**config.mk**
```make
export PLATFORM = sky130hd
export DESIGN_NAME = uniform_lbp_window_histogram_unit
export DESIGN_NICKNAME = d
export VERILOG_FILES = /design/src/sv/lbpwh_pkg.sv /design/src/sv/lbpwh_divider.sv /design/src/sv/lbpwh_datapath.sv /design/src/sv/lbpwh_ctrl.sv /design/src/sv/uniform_lbp_window_histogram_unit.sv
export SDC_FILE = /design/constraint.sdc
export NUM_CORES = 1
export LEC_CHECK = 0
export ABC_AREA = 1
export ABC_CLOCK_PERIOD_IN_PS = 3500
export BUFFER_PORTS_ARGS = -buffer_cell sky130_fd_sc_hd__buf_2
export CAP_MARGIN = 20
export CORE_UTILIZATION = 43
export CTS_CLUSTER_SIZE = 16
export DETAILED_ROUTE_END_ITERATION = 6
export GPL_ROUTABILITY_DRIVEN = 0
export SKIP_CTS_REPAIR_TIMING = 1
export SLEW_MARGIN = 25
export SYNTH_ARGS = -nofsm -noshare
export SYNTH_HDL_FRONTEND = slang
export SYNTH_SLANG_ARGS = --single-unit
```
**constraint.sdc**
```tcl
create_clock -name clk_i -period 3.5 [get_ports clk_i]
set_input_delay 0.7 -clock clk_i [delete_from_list [all_inputs] [get_ports clk_i]]
set_output_delay 0.7 -clock clk_i [all_outputs]
set_load 0.05 [all_outputs]
```
**src/sv/lbpwh_pkg.sv**
```systemverilog
// Shared types and constants for the uniform LBP window histogram unit.
// Holds the word layouts, the controller state type and the command/status
// structs used between the controller and the datapath. No dependencies.
package lbpwh_pkg;

  // Input word layout: center sample, then the eight circle samples
  localparam int SAMPLE_W        = 16;
  localparam int FIELD_NEIGHBORS = 8;
  localparam int IN_DATA_W       = SAMPLE_W * (FIELD_NEIGHBORS + 1);

  // Output word layout: bin index, count, fraction, total, one pad bit
  localparam int BIN_IDX_W  = 4;
  localparam int OUT_FIELD_W = 17;
  localparam int OUT_DATA_W = 56;

  // Q0.16 fraction has 17 quotient bits (a full bin gives 1.0)
  localparam int QUO_W = 17;

  // Patterns with this many circular transitions or more are non-uniform
  localparam int TRANSITION_LIMIT = 3;

  typedef enum logic [2:0] {
    S_COUNT,
    S_SETTLE,
    S_LOAD,
    S_DIV,
    S_EMIT
  } ctrl_state_e;

  typedef struct packed {
    logic accept;
    logic div_start;
    logic out_load;
    logic bin_next;
    logic hist_clear;
  } lbpwh_cmd_t;

  typedef struct packed {
    logic div_done;
    logic bin_last;
  } lbpwh_status_t;

endpackage

```
**src/sv/lbpwh_divider.sv**
```systemverilog
// Restoring divider for the Q0.16 bin fraction, one quotient bit a cycle.
// Computes floor(dividend * 65536 / divisor) for dividend <= divisor.
// Uses lbpwh_pkg for the quotient width.
module lbpwh_divider #(
  parameter int CNT_W = 17
) (
  input  logic                           clk_i,
  input  logic                           rst_ni,
  input  logic                           start_i,
  input  logic [CNT_W-1:0]               dividend_i,
  input  logic [CNT_W-1:0]               divisor_i,
  output logic                           done_o,
  output logic [lbpwh_pkg::QUO_W-1:0]    quotient_o
);

  localparam int STEP_W = $clog2(lbpwh_pkg::QUO_W);

  logic [CNT_W:0]                  rem_q, rem_d;
  logic [CNT_W-1:0]                div_q;
  logic [lbpwh_pkg::QUO_W-1:0]     quo_q, quo_d;
  logic [STEP_W-1:0]               step_q, step_d;
  logic                            busy_q, busy_d;
  logic                            done_q, done_d;
  logic [CNT_W:0]                  trial;
  logic                            fits;

  // First step compares the count itself, later steps shift the remainder in
  always_comb begin
    trial = (step_q == '0) ? rem_q : {rem_q[CNT_W-1:0], 1'b0};
    fits  = trial >= {1'b0, div_q};
  end

  // Advance one quotient bit per cycle while busy
  always_comb begin
    rem_d  = rem_q;
    quo_d  = quo_q;
    step_d = step_q;
    busy_d = busy_q;
    done_d = done_q;
    if (start_i) begin
      rem_d  = {1'b0, dividend_i};
      quo_d  = '0;
      step_d = '0;
      busy_d = 1'b1;
      done_d = 1'b0;
    end else if (busy_q) begin
      rem_d  = fits ? (trial - {1'b0, div_q}) : trial;
      quo_d  = {quo_q[lbpwh_pkg::QUO_W-2:0], fits};
      step_d = step_q + STEP_W'(1);
      if (step_q == STEP_W'(lbpwh_pkg::QUO_W - 1)) begin
        busy_d = 1'b0;
        done_d = 1'b1;
      end
    end
  end

  always_ff @(posedge clk_i or negedge rst_ni) begin
    if (!rst_ni) begin
      busy_q <= 1'b0;
      done_q <= 1'b0;
      step_q <= '0;
    end else begin
      busy_q <= busy_d;
      done_q <= done_d;
      step_q <= step_d;
    end
  end

  // Hold the operands and partial results
  always_ff @(posedge clk_i) begin
    rem_q <= rem_d;
    quo_q <= quo_d;
    if (start_i) begin
      div_q <= divisor_i;
    end
  end

  assign done_o     = done_q;
  assign quotient_o = quo_q;

endmodule

```
**src/sv/lbpwh_datapath.sv**
```systemverilog
// Datapath: pattern coder, code stage, bin counters, pixel total, drain
// index, fraction divider and the output word register.
// Uses lbpwh_pkg and instantiates lbpwh_divider.
module lbpwh_datapath #(
  parameter int NEIGHBORS = 8,
  parameter int MAX_WINDOW_PIXELS = 65536,
  parameter int NUM_BINS = 10,
  parameter int IDX_W = 4,
  parameter int CNT_W = 17
) (
  input  logic                              clk_i,
  input  logic                              rst_ni,
  input  lbpwh_pkg::lbpwh_cmd_t             cmd_i,
  output lbpwh_pkg::lbpwh_status_t          status_o,
  input  logic [lbpwh_pkg::IN_DATA_W-1:0]   in_data_i,
  output logic [lbpwh_pkg::OUT_DATA_W-1:0]  out_data_o,
  output logic                              out_last_o
);

  localparam int ONES_W = $clog2(NEIGHBORS + 1);
  localparam int EXT_W  = CNT_W + lbpwh_pkg::OUT_FIELD_W;

  logic [lbpwh_pkg::SAMPLE_W-1:0] center;
  logic [lbpwh_pkg::SAMPLE_W-1:0] circ [NEIGHBORS];
  logic [NEIGHBORS-1:0]           pat;
  logic [NEIGHBORS-1:0]           rot;
  logic [ONES_W-1:0]              ones;
  logic [ONES_W-1:0]              trans;
  logic [IDX_W-1:0]               code;

  logic                           stage_valid_q;
  logic [IDX_W-1:0]               code_q;
  logic [CNT_W-1:0]               bins_q [NUM_BINS];
  logic [CNT_W-1:0]               pixels_q;
  logic                           full;
  logic                           count_en;
  logic [IDX_W-1:0]               bin_idx_q;

  logic                           div_done;
  logic [lbpwh_pkg::QUO_W-1:0]    quotient;
  logic [CNT_W-1:0]               bin_sel;
  logic [EXT_W-1:0]               count_ext;
  logic [EXT_W-1:0]               total_ext;

  logic [lbpwh_pkg::BIN_IDX_W-1:0]   out_idx_q;
  logic [lbpwh_pkg::OUT_FIELD_W-1:0] out_count_q;
  logic [lbpwh_pkg::OUT_FIELD_W-1:0] out_frac_q;
  logic [lbpwh_pkg::OUT_FIELD_W-1:0] out_total_q;
  logic                              out_last_q;

  assign center = in_data_i[lbpwh_pkg::SAMPLE_W-1:0];

  // Circle positions beyond the word's eight samples read as zero
  for (genvar p = 0; p < NEIGHBORS; p++) begin : g_circ
    if (p < lbpwh_pkg::FIELD_NEIGHBORS) begin : g_field
      assign circ[p] = in_data_i[(p+1)*lbpwh_pkg::SAMPLE_W +: lbpwh_pkg::SAMPLE_W];
    end else begin : g_zero
      assign circ[p] = '0;
    end
  end

  // Threshold against the center; neighbor 0 is the top pattern bit
  always_comb begin
    for (int p = 0; p < NEIGHBORS; p++) begin
      pat[NEIGHBORS-1-p] = circ[p] >= center;
    end
  end

  assign rot = {pat[NEIGHBORS-2:0], pat[NEIGHBORS-1]};

  // Count ones and circular transitions, map to the uniform code
  always_comb begin
    ones  = '0;
    trans = '0;
    for (int p = 0; p < NEIGHBORS; p++) begin
      ones  = ones + ONES_W'(pat[p]);
      trans = trans + ONES_W'(pat[p] ^ rot[p]);
    end
    if (trans >= ONES_W'(lbpwh_pkg::TRANSITION_LIMIT)) begin
      code = '0;
    end else begin
      code = IDX_W'(ones) + IDX_W'(1);
    end
  end

  // Register the code of each accepted word
  always_ff @(posedge clk_i or negedge rst_ni) begin
    if (!rst_ni) begin
      stage_valid_q <= 1'b0;
    end else begin
      stage_valid_q <= cmd_i.accept;
    end
  end

  always_ff @(posedge clk_i) begin
    if (cmd_i.accept) begin
      code_q <= code;
    end
  end

  // Count pixels until the window is full
  assign full     = pixels_q == CNT_W'(MAX_WINDOW_PIXELS);
  assign count_en = stage_valid_q && !full;

  always_ff @(posedge clk_i or negedge rst_ni) begin
    if (!rst_ni) begin
      pixels_q <= '0;
      for (int k = 0; k < NUM_BINS; k++) begin
        bins_q[k] <= '0;
      end
    end else if (cmd_i.hist_clear) begin
      pixels_q <= '0;
      for (int k = 0; k < NUM_BINS; k++) begin
        bins_q[k] <= '0;
      end
    end else if (count_en) begin
      pixels_q <= pixels_q + CNT_W'(1);
      for (int k = 0; k < NUM_BINS; k++) begin
        if (code_q == IDX_W'(k)) begin
          bins_q[k] <= bins_q[k] + CNT_W'(1);
        end
      end
    end
  end

  // Step through the bins during the drain
  always_ff @(posedge clk_i or negedge rst_ni) begin
    if (!rst_ni) begin
      bin_idx_q <= '0;
    end else if (cmd_i.hist_clear) begin
      bin_idx_q <= '0;
    end else if (cmd_i.bin_next) begin
      bin_idx_q <= bin_idx_q + IDX_W'(1);
    end
  end

  assign bin_sel = bins_q[bin_idx_q];

  lbpwh_divider #(
    .CNT_W (CNT_W)
  ) u_divider (
    .clk_i      (clk_i),
    .rst_ni     (rst_ni),
    .start_i    (cmd_i.div_start),
    .dividend_i (bin_sel),
    .divisor_i  (pixels_q),
    .done_o     (div_done),
    .quotient_o (quotient)
  );

  // Output fields carry the low 17 bits of count and total
  assign count_ext = {{lbpwh_pkg::OUT_FIELD_W{1'b0}}, bin_sel};
  assign total_ext = {{lbpwh_pkg::OUT_FIELD_W{1'b0}}, pixels_q};

  // Capture one result word when the quotient is ready
  always_ff @(posedge clk_i) begin
    if (cmd_i.out_load) begin
      out_idx_q   <= lbpwh_pkg::BIN_IDX_W'(bin_idx_q);
      out_count_q <= count_ext[lbpwh_pkg::OUT_FIELD_W-1:0];
      out_frac_q  <= quotient;
      out_total_q <= total_ext[lbpwh_pkg::OUT_FIELD_W-1:0];
      out_last_q  <= bin_idx_q == IDX_W'(NUM_BINS - 1);
    end
  end

  assign out_data_o = {1'b0, out_total_q, out_frac_q, out_count_q, out_idx_q};
  assign out_last_o = out_last_q;

  assign status_o.div_done = div_done;
  assign status_o.bin_last = bin_idx_q == IDX_W'(NUM_BINS - 1);

endmodule

```
**src/sv/lbpwh_ctrl.sv**
```systemverilog
// Controller: accepts pixel words, then sequences the bin drain through the
// divider and the output register. Uses lbpwh_pkg for state and command types.
module lbpwh_ctrl (
  input  logic                      clk_i,
  input  logic                      rst_ni,
  input  logic                      in_valid_i,
  input  logic                      in_last_i,
  output logic                      in_ready_o,
  output logic                      out_valid_o,
  input  logic                      out_ready_i,
  input  lbpwh_pkg::lbpwh_status_t  status_i,
  output lbpwh_pkg::lbpwh_cmd_t     cmd_o
);

  lbpwh_pkg::ctrl_state_e state_q, state_d;

  // Next state
  always_comb begin
    state_d = state_q;
    case (state_q)
      lbpwh_pkg::S_COUNT: begin
        if (in_valid_i && in_last_i) begin
          state_d = lbpwh_pkg::S_SETTLE;
        end
      end
      lbpwh_pkg::S_SETTLE: begin
        state_d = lbpwh_pkg::S_LOAD;
      end
      lbpwh_pkg::S_LOAD: begin
        state_d = lbpwh_pkg::S_DIV;
      end
      lbpwh_pkg::S_DIV: begin
        if (status_i.div_done) begin
          state_d = lbpwh_pkg::S_EMIT;
        end
      end
      lbpwh_pkg::S_EMIT: begin
        if (out_ready_i) begin
          state_d = status_i.bin_last ? lbpwh_pkg::S_COUNT : lbpwh_pkg::S_LOAD;
        end
      end
      default: begin
        state_d = lbpwh_pkg::S_COUNT;
      end
    endcase
  end

  // Commands and handshake outputs
  always_comb begin
    cmd_o       = '0;
    in_ready_o  = 1'b0;
    out_valid_o = 1'b0;
    case (state_q)
      lbpwh_pkg::S_COUNT: begin
        in_ready_o   = 1'b1;
        cmd_o.accept = in_valid_i;
      end
      lbpwh_pkg::S_LOAD: begin
        cmd_o.div_start = 1'b1;
      end
      lbpwh_pkg::S_DIV: begin
        cmd_o.out_load = status_i.div_done;
      end
      lbpwh_pkg::S_EMIT: begin
        out_valid_o      = 1'b1;
        cmd_o.hist_clear = out_ready_i && status_i.bin_last;
        cmd_o.bin_next   = out_ready_i && !status_i.bin_last;
      end
      default: begin
        cmd_o = '0;
      end
    endcase
  end

  always_ff @(posedge clk_i or negedge rst_ni) begin
    if (!rst_ni) begin
      state_q <= lbpwh_pkg::S_COUNT;
    end else begin
      state_q <= state_d;
    end
  end

endmodule

```
**src/sv/uniform_lbp_window_histogram_unit.sv**
```systemverilog
// Uniform local binary pattern histogram over a window of pixels.
// Top level: joins lbpwh_ctrl and lbpwh_datapath; uses lbpwh_pkg.
//
// Usage:
//   Slave channel: one word per pixel, center sample and the circle samples;
//   tlast marks the window's final pixel. Each pixel's code is registered and
//   counted in the next cycle; one pixel is taken per cycle outside the drain.
//   Once the window holds MAX_WINDOW_PIXELS pixels, further pixels are dropped
//   from the count, but a last pixel still starts the drain.
//   Master channel: after the last pixel, NEIGHBORS+2 words, one per bin in
//   bin order, each with count, Q0.16 fraction of the total and the total;
//   tlast marks the final bin. Then the histogram is cleared.
//   Drain: after the last pixel is accepted the controller settles, then for
//   each bin starts the 17-step bit-serial fraction divider, loads the word
//   when it is done and offers it until the receiver takes it. No pixel is
//   taken while the drain runs.
//   Stall: a bin word holds on the master channel until taken.
//   Reset: clears counts, total and controller; the block starts idle and ready.
module uniform_lbp_window_histogram_unit #(
  parameter int NEIGHBORS = 8,
  parameter int MAX_WINDOW_PIXELS = 65536
) (
  input  logic                              clk_i,
  input  logic                              rst_ni,
  // tdata: center_sample[15:0], neighbor_0[31:16] .. neighbor_7[143:128]
  input  logic [lbpwh_pkg::IN_DATA_W-1:0]   s_axis_tdata_i,
  input  logic                              s_axis_tlast_i,
  input  logic                              s_axis_tvalid_i,
  output logic                              s_axis_tready_o,
  // tdata: bin_index[3:0], bin_count[20:4], bin_fraction[37:21],
  //        pixel_total[54:38], zero pad[55]
  output logic [lbpwh_pkg::OUT_DATA_W-1:0]  m_axis_tdata_o,
  output logic                              m_axis_tlast_o,
  output logic                              m_axis_tvalid_o,
  input  logic                              m_axis_tready_i
);

  localparam int NUM_BINS = NEIGHBORS + 2;
  localparam int IDX_W    = $clog2(NUM_BINS);
  localparam int CNT_W    = $clog2(MAX_WINDOW_PIXELS + 1);

  lbpwh_pkg::lbpwh_cmd_t    cmd;
  lbpwh_pkg::lbpwh_status_t status;

  lbpwh_ctrl u_ctrl (
    .clk_i       (clk_i),
    .rst_ni      (rst_ni),
    .in_valid_i  (s_axis_tvalid_i),
    .in_last_i   (s_axis_tlast_i),
    .in_ready_o  (s_axis_tready_o),
    .out_valid_o (m_axis_tvalid_o),
    .out_ready_i (m_axis_tready_i),
    .status_i    (status),
    .cmd_o       (cmd)
  );

  lbpwh_datapath #(
    .NEIGHBORS         (NEIGHBORS),
    .MAX_WINDOW_PIXELS (MAX_WINDOW_PIXELS),
    .NUM_BINS          (NUM_BINS),
    .IDX_W             (IDX_W),
    .CNT_W             (CNT_W)
  ) u_datapath (
    .clk_i      (clk_i),
    .rst_ni     (rst_ni),
    .cmd_i      (cmd),
    .status_o   (status),
    .in_data_i  (s_axis_tdata_i),
    .out_data_o (m_axis_tdata_o),
    .out_last_o (m_axis_tlast_o)
  );

  // No pixel is taken while a bin word is on offer
  assert property (@(posedge clk_i) disable iff (!rst_ni)
    !(s_axis_tready_o && m_axis_tvalid_o))
    else $error("pixel channel ready during drain");

  // Taking the final bin returns the block to counting
  assert property (@(posedge clk_i) disable iff (!rst_ni)
    m_axis_tvalid_o && m_axis_tready_i && m_axis_tlast_o |=> s_axis_tready_o)
    else $error("block did not resume after final bin");

  // A fraction never exceeds one
  assert property (@(posedge clk_i) disable iff (!rst_ni)
    m_axis_tvalid_o |-> m_axis_tdata_o[37:21] <= 17'h10000)
    else $error("bin fraction above one");

  // Accepting a last pixel starts the drain
  assert property (@(posedge clk_i) disable iff (!rst_ni)
    s_axis_tready_o && s_axis_tvalid_i && s_axis_tlast_i |=> !s_axis_tready_o)
    else $error("pixel accepted right after window end");

endmodule
```
After elaboration in Yosys (flattened, before gate mapping)

Index checks and enable logic that the tools add are counted.

Bits in registers: 314
Input port bits: 149
Output and inout port bits: 59
Word-level logic and storage cells: 172

Add/subtract/negate cells: 29
$lt $le $gt $ge: 11
Equality and inequality tests: 19
Muxes and demuxes: 42
Bitwise gates (word level): 9
Reduce and logical (&&, ||, !) cells: 35

Operators by type and width:

| kind                                          | count |
|---|---|
| 2-to-1 mux 170 bit                            | 2 |
| 2-to-1 mux 17 bit                             | 16 |
| adder 17 x 1 -> 17 bit, second input constant | 11 |
| greater-or-equal comparator 16 bit            | 8 |
| binary-select mux 17 bit (select 4 bit)       | 1 |
| 2-to-1 mux 18 bit                             | 2 |
| adder 4 bit                                   | 7 |
| nonzero test 2 bit                            | 14 |
| adder 4 x 1 -> 4 bit                          | 6 |
| AND reduction 2 bit                           | 11 |
| greater-or-equal comparator 18 x 17 -> 1 bit  | 1 |
| subtractor 18 x 17 -> 18 bit                  | 1 |
| == test 17 bit, second input constant         | 1 |
| == test 4 x 3 -> 1 bit, second input constant | 4 |
| case mux 3 bit (5 select lines)               | 1 |
| == test 4 bit, second input constant          | 3 |
| 2-to-1 mux 1 bit                              | 11 |
| 2-to-1 mux 5 bit                              | 2 |
| 2-to-1 mux 3 bit                              | 3 |
| adder 4 x 1 -> 4 bit, second input constant   | 2 |
| == test 4 x 2 -> 1 bit, second input constant | 2 |
| 2-to-1 mux 4 bit                              | 2 |
| bitwise XOR 1 bit                             | 8 |
| == test 3 x 2 -> 1 bit, second input constant | 2 |
| other kinds (18)                              | 24 |

Depth between registers and ports, before layout

Word-level depth: 10
Depth in mapped cells: 23
Mapped depth without buffers: 23

Cells and area by module

From an unflattened synthesis, not the netlist that was laid out.

Cells, all modules: 3,222
Area total of the unflattened synthesis: 23,735.3 um^2

Modules (own cells, without submodules):

| module         | instances | cells an instance | area an instance (um^2) | seq. area each (um^2) |
|---|---|---|---|---|
| lbpwh_datapath | 1         | 2,664             | 19,702.6                | 6,606.3 |
| lbpwh_divider  | 1         | 524               | 3,807.4                 | 1,556.5 |
| lbpwh_ctrl     | 1         | 34                | 225.2                   | 75.1 |

Worst setup path after synthesis

Ideal clock, no wire load.

Path kind: input -> register
Start: input port s_axis_tdata_i[1] (netlist bit)
End: register u_datapath.code_q[3], data pin
Setup time: 257 ps
Data arrival time: 4,455 ps
Data required time: 3,243 ps
Slack: -1,212 ps
Stages: 22
Buffers on the path: 0
Cell sequence: inv_1 > ha_1 > a21oi_1 > o21ai_0 > nand2_1 > o211ai_1 > nand2_1 > nand3_1 > ha_1 > fa_1 > fa_1 > inv_1 > fa_1 > inv_1 > ha_1 > fa_1 > nand2_1 > nor2_1 > nand2_1 > o21ai_0 > nand2_1 > a21oi_1

Word-level cells in the longest chain between the ends: 10
Elaborated cells between the ends (all ways): 32
Those cells by class: 15 x add/sub; 9 x order compare; 8 x bitwise

Ends and longest elaborated chain:

| what                                       | line                                    | source |
|---|---|---|
| start: declaration                         | uniform_lbp_window_histogram_unit.sv:26 | `input logic [lbpwh_pkg::IN_DATA_W-1:0] s_axis_tdata_i,` |
| greater-or-equal comparator 16 bit         | lbpwh_datapath.sv:65                    | `pat[NEIGHBORS-1-p] = circ[p] >= center;` |
| bitwise XOR 1 bit                          | lbpwh_datapath.sv:77                    | `trans = trans + ONES_W'(pat[p] ^ rot[p]);` |
| adder 4 bit (7 in a row)                   | lbpwh_datapath.sv:77                    |  |
| greater-or-equal comparator 4 x 2 -> 1 bit | lbpwh_datapath.sv:79                    | `if (trans >= ONES_W'(lbpwh_pkg::TRANSITION_LIMIT)) begin` |
| end signal: assignment                     | lbpwh_datapath.sv:97                    | `code_q <= code;` |
| end: declaration                           | lbpwh_datapath.sv:32                    | `logic [IDX_W-1:0] code_q;` |

Several ways; a longest one is shown, not always the timed one.
A chain may end at the register's enable or synchronous reset.

Worst setup path in the final report

Start: input port s_axis_tdata_i[13] (netlist bit)
End: register u_datapath.code_q[3], data pin

Same word-level chain as after synthesis.

==> impl_summary.log <==
[metrics] HPWL reported at the end of detailed placement: 47,540 um
[metrics] drt drc: 0
[metrics] GRT Residual Overflow: 0
[metrics] Max Cap Viol: 0
[metrics] Initial Utilization: 0.4355
[metrics] first-pass GRT wire length: slightly above 100,000 um
[metrics] number of global-route vias before repair: 19,370
[metrics] crit path time final: between 4 and 5 ns
[metrics] die height: 227.2 um
[metrics] area share of the largest cell type after synthesis: 0.2319
[metrics] Routed Wire Length: approximately 64,000 um
[metrics] row count: approximately 80
[metrics] pin count of the biggest net entering global routing: 108
[metrics] leading register cell type out of synthesis: sky130_fd_sc_hd__dfrtp_1
[metrics] synthesized area: roughly 22,000 um^2
[metrics] endpoint required time on the critical path: 3.78 ns
[metrics] total power per unit cell area: 662.5 nW/um^2
[metrics] starting DRC count in detailed routing: 1,712
[metrics] I/O Buffers: 206
[metrics] Leakage: 11.68 nW
[metrics] number of I/O pins: 208
[metrics] maximum frequency from static timing analysis: 0.2322 GHz
[metrics] average wire length per cell after detail routing: between 15 and 20 um
[metrics] share of cells above drive strength 1: 0.1524
[metrics] setup TNS after final layout: -3.180 ns
[metrics] Die W: approximately 230 um
[metrics] initial antenna violation count: 3
[metrics] Total GRT Usage: 0.2451
[metrics] library cell occupying the most area in the post-synthesis netlist: sky130_fd_sc_hd__dfrtp_1
[metrics] Worst VDD drop: 0.4704 mV
[metrics] outcome: finished, violations left
[metrics] ratio of final minimum period to clock period: 1.231
[metrics] number of nets in the layout: 3,412
[metrics] number of flops mapped to enable cells by yosys: 94
[metrics] GRT Max-Usage Layer: met2
[metrics] Max Clock Skew: between 0.03 and 0.04 ns
[metrics] Pre-Repair DR Iteration Count: 7
[metrics] synthesized instance count: 2,847
[metrics] net count after synthesis: 3,176
[metrics] CTS tree: done
[metrics] met1 Track Usage GR: 0.3342
[metrics] arrival time at the worst endpoint: 4.59 ns
[metrics] Setup Slack @ Placement: -1.451 ns
[metrics] GR Util met2: 0.3980
[metrics] number of failing hold endpoints at the final stage: 0
[metrics] final core area utilization: 0.5170
[metrics] clock-pin slew reported for the worst setup and hold paths after clock tree synthesis: 0.06 ns
[metrics] vias after detailed routing: just over 20,000
[metrics] count of different cell masters after synthesis: 50
[metrics] HP Class: input pin to async pin
[metrics] kind of end point of the critical path: register
[metrics] Crit Path Class: input pin to register
[metrics] root buffer selected by CTS: sky130_fd_sc_hd__clkbuf_16
[metrics] Tightest Pin Transition: 0.9836 ns
[metrics] core footprint: between 50,000 and 60,000 um^2
[metrics] post-route worst setup slack: -0.8068 ns
[metrics] violations in the final reports: setup timing
[metrics] Synth Warn #: 0
[metrics] detailed-route vias per instance: approximately 5.4
[metrics] post-route cell area: approximately 26,000 um^2
[metrics] leading cell types by total area after synthesis: sky130_fd_sc_hd__dfrtp_1 (23%), sky130_fd_sc_hd__edfxtp_1 (13%), sky130_fd_sc_hd__ha_1 (9.8%), sky130_fd_sc_hd__nand2_1 (8.6%), sky130_fd_sc_hd__inv_1 (6.2%)
[metrics] relative area change from synthesis to final layout: 18.73%
[metrics] Max Fanout on Critical Path: 6
[metrics] Clock Latency Late Sink: between 0.5 and 0.6 ns
[metrics] total clock sinks: 314
[metrics] placed inst area: 23,960 um^2
[metrics] number of pins exceeding their max-slew limit in the final report: 0
[metrics] number of buffers added by the clock tree synthesis step: 37
[metrics] CP startpoint kind: input pin
[metrics] die outline area: 51,610 um^2
[metrics] total number of H-tree levels: 2
[metrics] average size of a mapped cell: around 7.7 um^2
[metrics] count of antenna-violating nets left after detailed routing: 0
[metrics] Max Buffers Root-to-Sink: 3
[metrics] share of synthesized registers carrying an async set or reset: 0.6433
[metrics] proportion of synthesized chip area in sequential cells: 0.3778
[metrics] met3 capacity usage during global routing: 0.03769
[metrics] synthesis-stage register bit count: 314
[metrics] RSZ-0062 raised after global routing: yes
[metrics] final setup violation count: 4
[metrics] max-slew headroom at the worst pin: 0.3443
[metal layers]
metal	up-vias	wire length [um]
met5	-	0
met4	0	1981
met3	125	3461
met2	544	29540
met1	9678	28910
li1	10120	-
[flip-flops by register name, indices dropped and copies added, names as in the netlist]
register,count
u_datapath.out_last_o,1
u_datapath.pixels_q,17
u_datapath.out_idx_q,4
u_datapath.bins_q,170
u_ctrl.state_q,3
u_datapath.u_divider.div_q,17
u_datapath.u_divider.quotient_o,17
u_datapath.out_total_q,17
u_datapath.u_divider.done_o,1
u_datapath.bin_idx_q,4
u_datapath.u_divider.rem_q,18
u_datapath.u_divider.busy_q,1
u_datapath.u_divider.step_q,5
u_datapath.out_count_q,17
u_datapath.stage_valid_q,1
u_datapath.code_q,4
u_datapath.out_frac_q,17
[power by group]
group / internal [mW] / switching, mW
combinational: 2.74 / 4.91
clock: 2.52 / 1.63
sequential: 4.71 / 0.638
[cells by family after synthesis]
family	Yosys count	share of synthesized area
and+or+nand+nor	1226	0.2537
muxes	1	0.0005165
adders and majority gates	180	0.1064
other	1	0.0001720
buffers and inverters	466	0.08459
xor gates and xnor gates	102	0.04098
DFF	314	0.3778
AOI/OAI and AO/OA	557	0.1358
[synth_stat cells, types with 18 or more instances]
| cell | count |
|---|---|
| sky130_fd_sc_hd__a21oi_1 | 228 |
| sky130_fd_sc_hd__buf_2 | 39 |
| sky130_fd_sc_hd__clkbuf_1 | 34 |
| sky130_fd_sc_hd__dfrtp_1 | 202 |
| sky130_fd_sc_hd__dfxtp_1 | 18 |
| sky130_fd_sc_hd__edfxtp_1 | 94 |
| sky130_fd_sc_hd__ha_1 | 171 |
| sky130_fd_sc_hd__inv_1 | 363 |
| sky130_fd_sc_hd__nand2_1 | 498 |
| sky130_fd_sc_hd__nand3_1 | 258 |
| sky130_fd_sc_hd__nand3b_1 | 18 |
| sky130_fd_sc_hd__nand4_1 | 60 |
| sky130_fd_sc_hd__nor2_1 | 207 |
| sky130_fd_sc_hd__nor3_1 | 117 |
| sky130_fd_sc_hd__nor4_1 | 40 |
| sky130_fd_sc_hd__o21ai_0 | 265 |
| sky130_fd_sc_hd__o31ai_1 | 19 |
| sky130_fd_sc_hd__xnor2_1 | 18 |
| sky130_fd_sc_hd__xor2_1 | 84 |
[critical path: stages]
cell and delay, ns:
sky130_fd_sc_hd__buf_2 0.10, sky130_fd_sc_hd__clkinvlp_4 0.09, sky130_fd_sc_hd__buf_12 0.15, sky130_fd_sc_hd__ha_4 0.23, sky130_fd_sc_hd__nand2_1 0.05, sky130_fd_sc_hd__inv_1 0.03, sky130_fd_sc_hd__o21ai_0 0.17, sky130_fd_sc_hd__nand2_1 0.10
sky130_fd_sc_hd__a21oi_1 0.19, sky130_fd_sc_hd__nand3_2 0.14, sky130_fd_sc_hd__xor2_2 0.20, sky130_fd_sc_hd__fa_1 0.48, sky130_fd_sc_hd__fa_1 0.51, sky130_fd_sc_hd__inv_2 0.04, sky130_fd_sc_hd__fa_1 0.47, sky130_fd_sc_hd__inv_1 0.04
sky130_fd_sc_hd__ha_2 0.19, sky130_fd_sc_hd__fa_2 0.51, sky130_fd_sc_hd__nand2_1 0.06, sky130_fd_sc_hd__nand2_2 0.09, sky130_fd_sc_hd__a21oi_1 0.05
[area by class of cell]
type | count | area (um^2)
inverter | 375 | 1435
tap | 672 | 840.8
clock buffer | 53 | 1079
timing repair buffer | 287 | 1785
fill | 4840 | 24180
sequential | 314 | 8239
clock inverter | 14 | 210.2
antenna | 3 | 7.507
multi-input combinational | 2068 | 12290
[cells in the final DEF, fill, tap and decap left out, types with 5 or more instances in the layout]
cell type and n:
sky130_fd_sc_hd__o21ai_1 19, sky130_fd_sc_hd__nor3_1 112, sky130_fd_sc_hd__o211ai_1 8, sky130_fd_sc_hd__nor2_4 5
sky130_fd_sc_hd__o21ai_0 256, sky130_fd_sc_hd__nand2_2 6, sky130_fd_sc_hd__clkbuf_8 6, sky130_fd_sc_hd__o21ai_2 8
sky130_fd_sc_hd__inv_2 12, sky130_fd_sc_hd__edfxtp_1 94, sky130_fd_sc_hd__a21oi_2 11, sky130_fd_sc_hd__buf_2 203
sky130_fd_sc_hd__o31ai_1 19, sky130_fd_sc_hd__clkbuf_16 39, sky130_fd_sc_hd__ha_1 143, sky130_fd_sc_hd__inv_1 354
sky130_fd_sc_hd__nor2_2 12, sky130_fd_sc_hd__a21oi_1 218, sky130_fd_sc_hd__xor2_1 82, sky130_fd_sc_hd__clkbuf_1 9
sky130_fd_sc_hd__nand2_1 494, sky130_fd_sc_hd__nand4_1 60, sky130_fd_sc_hd__nand3_1 248, sky130_fd_sc_hd__buf_12 10
sky130_fd_sc_hd__dfxtp_1 18, sky130_fd_sc_hd__fa_1 8, sky130_fd_sc_hd__a31o_2 7, sky130_fd_sc_hd__xnor2_1 18
sky130_fd_sc_hd__buf_4 71, sky130_fd_sc_hd__clkinvlp_4 6, sky130_fd_sc_hd__ha_4 27, sky130_fd_sc_hd__nand3b_1 18
sky130_fd_sc_hd__nor2_1 203, sky130_fd_sc_hd__nand3_2 9, sky130_fd_sc_hd__nor4_1 40, sky130_fd_sc_hd__dfrtp_1 201
sky130_fd_sc_hd__bufinv_16 5
[metrics by stage]
stage | power (mW) | hold WS, ns | cells
after floorplan | 10.78 | 0.4044 | 2847
after detailed placement | 12.74 | 0.4164 | 3703
after global routing | 18.47 | 0.1904 | 3786
after global placement | 12.55 | 0.4151 | 3703
final | 17.15 | 0.1369 | 3786
after CTS | 16.96 | 0.1729 | 3770
[worst paths after layout]
check                                           endpoint                           startpoint  cells past startpoint  slack, ns
min in group clk_i             u_datapath.out_frac_q[10]  u_datapath.u_divider.quotient_o[10]                      0       0.43
setup / recovery                    u_datapath.code_q[3]                   s_axis_tdata_i[13]                     21      -0.81
max in group asynchronous         u_datapath.bins_q[141]                               rst_ni                      2       2.41
hold reg to reg                u_datapath.out_frac_q[10]  u_datapath.u_divider.quotient_o[10]                      0       0.43
setup reg to reg           u_datapath.u_divider.rem_q[1]       u_datapath.u_divider.step_q[0]                     18       0.20
hold / removal                     u_datapath.bins_q[23]                               rst_ni                      1       0.14
Note: power is estimated with default switching activity, not from simulation.
